==> src/rtl/core/sorted_priority_job_queue_top_assert.svh <==
// Assertion macros for the sorted priority job queue.
`ifndef SORTED_PRIORITY_JOB_QUEUE_TOP_ASSERT_SVH
`define SORTED_PRIORITY_JOB_QUEUE_TOP_ASSERT_SVH

// Implication checked on every rising clock edge outside reset.
`define SPJQ_ASSERT_IMP(label, clk, rst_n, ante, cons) \
    label: assert property (@(posedge clk) disable iff (!rst_n) (ante) |-> (cons)) \
        else $error("assertion failed");

// Next-cycle implication checked outside reset.
`define SPJQ_ASSERT_NEXT(label, clk, rst_n, ante, cons) \
    label: assert property (@(posedge clk) disable iff (!rst_n) (ante) |=> (cons)) \
        else $error("assertion failed");

`endif

==> src/rtl/core/spjq_pkg.sv <==
// Shared types and constants for the sorted priority job queue.
`default_nettype none
package spjq_pkg;
    localparam int DEPTH = 16;
    localparam int CW = $clog2(DEPTH + 1);
    localparam int OCC_W = 5;

    localparam logic [1:0] ST_ADDED = 2'd0;
    localparam logic [1:0] ST_FULL = 2'd1;
    localparam logic [1:0] ST_REMOVED = 2'd2;
    localparam logic [1:0] ST_EMPTY = 2'd3;

    localparam logic MODE_ADD = 1'b0;
    localparam logic MODE_REMOVE = 1'b1;

    typedef struct packed {
        logic [7:0] prio;
        logic [15:0] client;
        logic [15:0] delay;
        logic [31:0] path;
    } job_t;

    typedef struct packed {
        logic do_add;
        logic do_remove;
    } dp_cmd_t;

    typedef struct packed {
        logic full;
        logic empty;
    } dp_stat_t;
endpackage
`default_nettype wire

==> src/rtl/core/sorted_priority_job_queue_top.sv <==
// The result is registered and valid in the cycle after the request item is accepted.
// Throughput: one item per cycle unless in_stall (single-stage compare and shift array);
// the output register takes a new result while the previous one is taken in the same cycle.
// Reset: rst_n asynchronous active low empties the queue and clears the result valid.
// Entry storage holds no reset value; only occupied slots ever reach the output.
`default_nettype none
module sorted_priority_job_queue_top (
    input wire logic clk,
    input wire logic rst_n,
    input wire logic in_valid,
    output logic in_stall,
    input wire logic mode,
    input wire logic [7:0] job_priority,
    input wire logic [15:0] client_handle,
    input wire logic [15:0] delay_secs,
    input wire logic [31:0] path_handle,
    output logic out_valid,
    input wire logic out_stall,
    output logic [1:0] status,
    output logic [7:0] out_priority,
    output logic [15:0] out_client,
    output logic [15:0] out_delay,
    output logic [31:0] out_path,
    output logic [spjq_pkg::OCC_W-1:0] occupancy
);
    import spjq_pkg::*;

    dp_cmd_t cmd;
    dp_stat_t stat;
    job_t new_job, front_job, out_job;
    logic [CW-1:0] count_next;

    assign new_job.prio = job_priority;
    assign new_job.client = client_handle;
    assign new_job.delay = delay_secs;
    assign new_job.path = path_handle;

    spjq_datapath u_dp (
        .clk(clk), .rst_n(rst_n), .cmd(cmd), .new_job(new_job),
        .stat(stat), .front_job(front_job), .count_next(count_next)
    );

    spjq_ctrl u_ctrl (
        .clk(clk), .rst_n(rst_n), .in_valid(in_valid), .in_stall(in_stall),
        .mode(mode), .out_valid(out_valid), .out_stall(out_stall),
        .stat(stat), .front_job(front_job), .count_next(count_next),
        .cmd(cmd), .status(status), .out_job(out_job), .occupancy(occupancy)
    );

    assign out_priority = out_job.prio;
    assign out_client = out_job.client;
    assign out_delay = out_job.delay;
    assign out_path = out_job.path;
endmodule
`default_nettype wire

==> src/rtl/core/spjq_datapath.sv <==
// Register array with parallel compare, insert shift and remove shift.
`default_nettype none
module spjq_datapath (
    input wire logic clk,
    input wire logic rst_n,
    input wire spjq_pkg::dp_cmd_t cmd,
    input wire spjq_pkg::job_t new_job,
    output spjq_pkg::dp_stat_t stat,
    output spjq_pkg::job_t front_job,
    output logic [spjq_pkg::CW-1:0] count_next
);
    import spjq_pkg::*;

    job_t entry_reg [DEPTH];
    logic [CW-1:0] count_reg;
    logic [DEPTH-1:0] behind;

    always_comb
    begin
        for (int i = 0; i < DEPTH; i++)
        begin
            behind[i] = (CW'(i) < count_reg) && (new_job.prio <= entry_reg[i].prio);
        end
    end

    assign stat.full = (count_reg == CW'(DEPTH));
    assign stat.empty = (count_reg == '0);
    assign front_job = entry_reg[0];

    always_comb
    begin
        count_next = count_reg;
        if (cmd.do_add)
        begin
            count_next = count_reg + CW'(1);
        end
        else if (cmd.do_remove)
        begin
            count_next = count_reg - CW'(1);
        end
    end

    always_ff @(posedge clk)
    begin
        for (int i = 0; i < DEPTH; i++)
        begin
            if (cmd.do_add && !behind[i])
            begin
                if (i == 0 || behind[(i == 0) ? 0 : i - 1])
                begin
                    entry_reg[i] <= new_job;
                end
                else
                begin
                    entry_reg[i] <= entry_reg[(i == 0) ? 0 : i - 1];
                end
            end
            else if (cmd.do_remove && i < DEPTH - 1)
            begin
                entry_reg[i] <= entry_reg[(i < DEPTH - 1) ? i + 1 : i];
            end
        end
    end

    always_ff @(posedge clk or negedge rst_n)
    begin
        if (!rst_n)
        begin
            count_reg <= '0;
        end
        else
        begin
            count_reg <= count_next;
        end
    end

    `include "sorted_priority_job_queue_top_assert.svh"
    `SPJQ_ASSERT_IMP(a_cnt_range, clk, rst_n, 1'b1, count_reg <= CW'(DEPTH))
    `SPJQ_ASSERT_IMP(a_no_add_full, clk, rst_n, cmd.do_add, !stat.full)
    `SPJQ_ASSERT_IMP(a_no_rm_empty, clk, rst_n, cmd.do_remove, !stat.empty)
    `SPJQ_ASSERT_NEXT(a_add_cnt, clk, rst_n, cmd.do_add, count_reg == $past(count_reg) + CW'(1))
endmodule
`default_nettype wire

==> src/rtl/core/spjq_ctrl.sv <==
// Request controller: decodes the item, drives the datapath, holds the result.
`default_nettype none
module spjq_ctrl (
    input wire logic clk,
    input wire logic rst_n,
    input wire logic in_valid,
    output logic in_stall,
    input wire logic mode,
    output logic out_valid,
    input wire logic out_stall,
    input wire spjq_pkg::dp_stat_t stat,
    input wire spjq_pkg::job_t front_job,
    input wire logic [spjq_pkg::CW-1:0] count_next,
    output spjq_pkg::dp_cmd_t cmd,
    output logic [1:0] status,
    output spjq_pkg::job_t out_job,
    output logic [spjq_pkg::OCC_W-1:0] occupancy
);
    import spjq_pkg::*;

    typedef enum logic [1:0] {
        S_EMPTY = 2'b01,
        S_FULL = 2'b10
    } ostate_t;

    ostate_t ostate_reg, ostate_next;
    logic take;
    logic [1:0] status_reg;
    job_t job_reg;
    logic [OCC_W-1:0] occ_reg;

    assign in_stall = (ostate_reg == S_FULL) && out_stall;
    assign take = in_valid && !in_stall;
    assign cmd.do_add = take && (mode == MODE_ADD) && !stat.full;
    assign cmd.do_remove = take && (mode != MODE_ADD) && !stat.empty;

    always_comb
    begin
        case (ostate_reg)
            S_EMPTY: ostate_next = take ? S_FULL : S_EMPTY;
            S_FULL: ostate_next = (take || out_stall) ? S_FULL : S_EMPTY;
            default: ostate_next = S_EMPTY;
        endcase
    end

    always_ff @(posedge clk or negedge rst_n)
    begin
        if (!rst_n)
        begin
            ostate_reg <= S_EMPTY;
        end
        else
        begin
            ostate_reg <= ostate_next;
        end
    end

    always_ff @(posedge clk)
    begin
        if (take)
        begin
            occ_reg <= OCC_W'(count_next);
            job_reg <= cmd.do_remove ? front_job : '0;
            if (mode == MODE_ADD)
            begin
                status_reg <= stat.full ? ST_FULL : ST_ADDED;
            end
            else
            begin
                status_reg <= stat.empty ? ST_EMPTY : ST_REMOVED;
            end
        end
    end

    assign out_valid = (ostate_reg == S_FULL);
    assign status = status_reg;
    assign out_job = job_reg;
    assign occupancy = occ_reg;

    `include "sorted_priority_job_queue_top_assert.svh"
    `SPJQ_ASSERT_IMP(a_one_cmd, clk, rst_n, 1'b1, !(cmd.do_add && cmd.do_remove))
    `SPJQ_ASSERT_NEXT(a_take_valid, clk, rst_n, take, out_valid)
    `SPJQ_ASSERT_IMP(a_cmd_take, clk, rst_n, cmd.do_add || cmd.do_remove, take)
endmodule
`default_nettype wire

==> config.mk <==
export PLATFORM = sky130hd
export DESIGN_NAME = sorted_priority_job_queue_top
export DESIGN_NICKNAME = d
export VERILOG_FILES = /design/src/rtl/core/spjq_pkg.sv /design/src/rtl/core/sorted_priority_job_queue_top.sv /design/src/rtl/core/spjq_datapath.sv /design/src/rtl/core/spjq_ctrl.sv
export VERILOG_INCLUDE_DIRS = /design/src /design/src/rtl/core
export SDC_FILE = /design/constraint.sdc
export NUM_CORES = 2
export LEC_CHECK = 0
export ABC_AREA = 1
export BUFFER_PORTS_ARGS = -buffer_cell sky130_fd_sc_hd__buf_2
export CAP_MARGIN = 20
export CORE_UTILIZATION = 50
export CTS_CLUSTER_DIAMETER = 80
export CTS_CLUSTER_SIZE = 28
export DETAILED_ROUTE_END_ITERATION = 10
export PLACE_DENSITY = 0.65
export SLEW_MARGIN = 30
export SYNTH_ARGS = -nofsm -noshare
export SYNTH_HDL_FRONTEND = slang
export SYNTH_SLANG_ARGS = --single-unit
==> constraint.sdc <==
create_clock -name clk -period 15.1 [get_ports clk]
set_clock_uncertainty 0.05 [all_clocks]
set_input_delay 0 -clock clk [delete_from_list [all_inputs] [get_ports clk]]
set_output_delay 0 -clock clk [all_outputs]
set_load 0.05 [all_outputs]
==> impl_metrics.py <==
metrics = {
    "power": {
        "peakVddDrop_v": 0.000142,
        "power_density_nw_per_um2": 178,
        "leakage_uw": 0.0289,
    },
    "global_routing": {
        "antenna_found_initial": 7,
        "grt_pass1_vias": 56500,
        "grt_pass1_wl_um": 355000,
        "globalRouteOverflowTotal": 0,
        "grt_usage": 0.334,
        "grt_max_degree": 203,
    },
    "timing": {
        "tightest_slew_ps": 1060,
        "slew_viol_final": 0,
        "fin_crit_sh": 0.393,
        "min_period_ps": 5930,
        "slew_headroom": 0.292,
        "setup_viol": 0,
        "setup_slack_ps": 9170,
        "hold_viol": 0,
        "setup_tns_ps": 0,
        "rsz0062_at_grt": "no",
        "fmax_ghz": 0.169,
    },
    "setup_path": {
        "r2r.worst_path.cells": 12,
        "regToRegStartpoint": "u_ctrl.ostate_reg[0]",
        "crit_fanout": 202,
        "critPathLaunchType": "flop",
        "critical_path_required_ps": 15380,
        "cp.arrival_ps": 6210,
        "worstReg2RegEnd": "u_dp.entry_reg[0][210]",
        "crit_path_end_kind": "flop",
        "regToRegSetupSlack_ps": 9170,
        "crit_type": "reg -> reg",
    },
    "detailed_routing": {
        "drc": 4,
        "vias_per_cell": 6.68,
        "ant_nets": 0,
        "firstDrtPassIters": 9,
        "routed_wl_um": 236000,
        "vias": 60800,
        "drtIter0Drc": 10600,
        "wire_per_inst_um": 25.9,
    },
    "finish": {
        "seq_area_sq_um": 37100,
        "multi_input_area_sq_um": 26400,
        "syn2layout_area_growth_pct": 6.00,
        "final_nets": 7476,
        "drive_above_1_share": 0.0609,
        "fillCellCount": 12300,
        "largest_register_ffs": 1152,
    },
    "die": {
        "die_y_um": 371,
        "num_rows": 135,
        "initial_utilization": 0.503,
        "ios": 158,
        "core_area_sq_um": 135000,
        "die_area_sq_um": 138000,
        "die_w_um": 371,
    },
    "synthesis": {
        "ys_seq_area_frac": 0.545,
        "synth_cell_types": 32,
        "synth_warnings": 0,
        "synth.net_count": 7830,
        "syn_area_per_cell_sq_um": 8.94,
        "syn_inst": 7619,
        "ys_seq_elements": 1238,
        "syn_area_sq_um": 68100,
    },
    "run": {
        "cap_violations": 0,
    },
    "placed_design": {
        "hpwlAfterDp_um": 124000,
        "port_buffers": 157,
        "dpl_worst_slack_ps": 9250,
        "place_congestion": 0.855,
    },
    "clocking": {
        "clock-sinks": 1238,
        "clk_pin_slew_ps": 90,
        "h-tree-depth": 3,
        "cts-buffers-inserted": 71,
        "cts_buffer_depth": 3,
        "clock_latency_ps": 740,
        "root_buffer": "clkbuf_16",
        "cts_tree": "yes",
    },
    "outcome": {
        "status": "finished, violations left",
        "failed_checks": "design-rule violations",
    },
    "hold_path": {
        "worstHoldEndpoint": "u_ctrl.status[1]",
        "hold_depth": 2,
        "hp-class": "in -> reg",
        "hp-start": "mode",
    },
}
## cells in the final DEF, fill, tap and decap left out, types with 15 or more instances in the layout
master            n
nand3_1        1870
nand4_1         953
edfxtp_1       1231
buf_2           157
nand2_1        1871
o21ai_0          93
o21bai_1         17
clkbuf_16        73
dlygate4sd3_1    78
nand3_4          15
nand2_4          30
buf_4            88
a21oi_1          38
nor2_1          182
ha_1            134
inv_1           372
## routing by layer
| layer | track usage | up-vias | wire, um |
|---|---|---|---|
| met5 | 0 | - | 160 |
| met4 | 0.111 | 6 | 7480 |
| met3 | 0.0672 | 469 | 30300 |
| met2 | 0.498 | 4458 | 103000 |
| met1 | 0.486 | 29300 | 95000 |
| li1 | - | 26500 | - |
## critical path: stages, from the launching register on
cell and delay (ps):
dfstp_2 550, inv_1 50, ha_1 230, nand2_1 110, nand2_1 130, inv_4 450
nand2_2 330, clkinv_16 450, buf_4 710, buf_12 550, nand2_1 210, nand2_4 620
buf_4 750
## cell type report
type	count	area share
clock buffer	76	0.0255
timing repair buffer	343	0.0351
sequential	1238	0.514
tap	1781	0.0309
inverter	377	0.0201
multi-input combinational	5234	0.365
clock inverter	52	0.00885
antenna	4	0.000139
## worst max-delay path by stage
stage	startpoint	endpoint	slack, ps	cells after the start
after floorplan	u_ctrl.ostate_reg[0]	u_dp.entry_reg[1][504]	9080	8
after global placement	u_ctrl.ostate_reg[0]	u_dp.entry_reg[1][466]	9330	12
after detailed placement	u_ctrl.ostate_reg[0]	u_dp.entry_reg[1][450]	9250	12
after CTS	u_ctrl.ostate_reg[0]	u_dp.entry_reg[1][457]	9240	12
after global routing	u_ctrl.ostate_reg[0]	u_dp.entry_reg[0][210]	8970	12
final	u_ctrl.ostate_reg[0]	u_dp.entry_reg[0][210]	9170	12
## cell usage after synthesis (all sizes together)
master,count,area share
nand2,1905,0.11
nand3,1885,0.14
edfxtp,1231,0.54
nand4,953,0.088
buf,536,0.039
inv,376,0.021
clkbuf,234,0.013
nor2,185,0.010
ha,134,0.025
o21ai,95,0.0070
a21oi,39,0.0029
o21bai,17,0.0019
o21a,14,0.0015
dfrtp,6,0.0022
xor2,4,0.00051
a21o,1,0.00011
a221o,1,0.00015
clkinv,1,0.00013
dfstp,1,0.00039
o22ai,1,0.00018
## what timing repair did
action,CTS,global route
setup buffers,0,0
endpoints found under the setup margin,0,0
endpoints found under the hold margin,1169,0
hold buffers,78,0
resized for setup,0,0
## stage by stage
| stage | total power (uW) | hold WS [ps] | util | area (sq um) | cells |
|---|---|---|---|---|---|
| after floorplan | 8530 | -346 | - | 68100 | 7619 |
| after global placement | 10200 | -202 | 0.508 | 68800 | 8891 |
| after detailed placement | 10300 | -203 | 0.509 | 68800 | 8891 |
| after CTS | 12700 | 51.4 | 0.533 | 72100 | 9097 |
| after global routing | 13300 | 98.8 | 0.534 | 72200 | 9102 |
| final | 12800 | 88.0 | 0.534 | 72200 | 9105 |
## power breakdown
part | switching [uW] | leakage [uW] | internal [uW] | total, uW
clock network | 1350 | 0.00120 | 1010 | 2360
logic | 3900 | 0.0158 | 996 | 4900
registers | 518 | 0.0119 | 5070 | 5590
## kinds of logic (layout without fill, tap and decap cells)
group	after synthesis	in the layout	share of synthesized area
and+or+nand+nor	4928	4928	0.343
DFF	1238	1238	0.545
buffers and inverters	1147	848	0.0731
AOI/OAI and AO/OA	168	168	0.0137
adders and majority gates	134	134	0.0246
xor gates and xnor gates	4	4	0.000514
other	0	4	0
No activity file was read; power rests on OpenSTA's default activity.
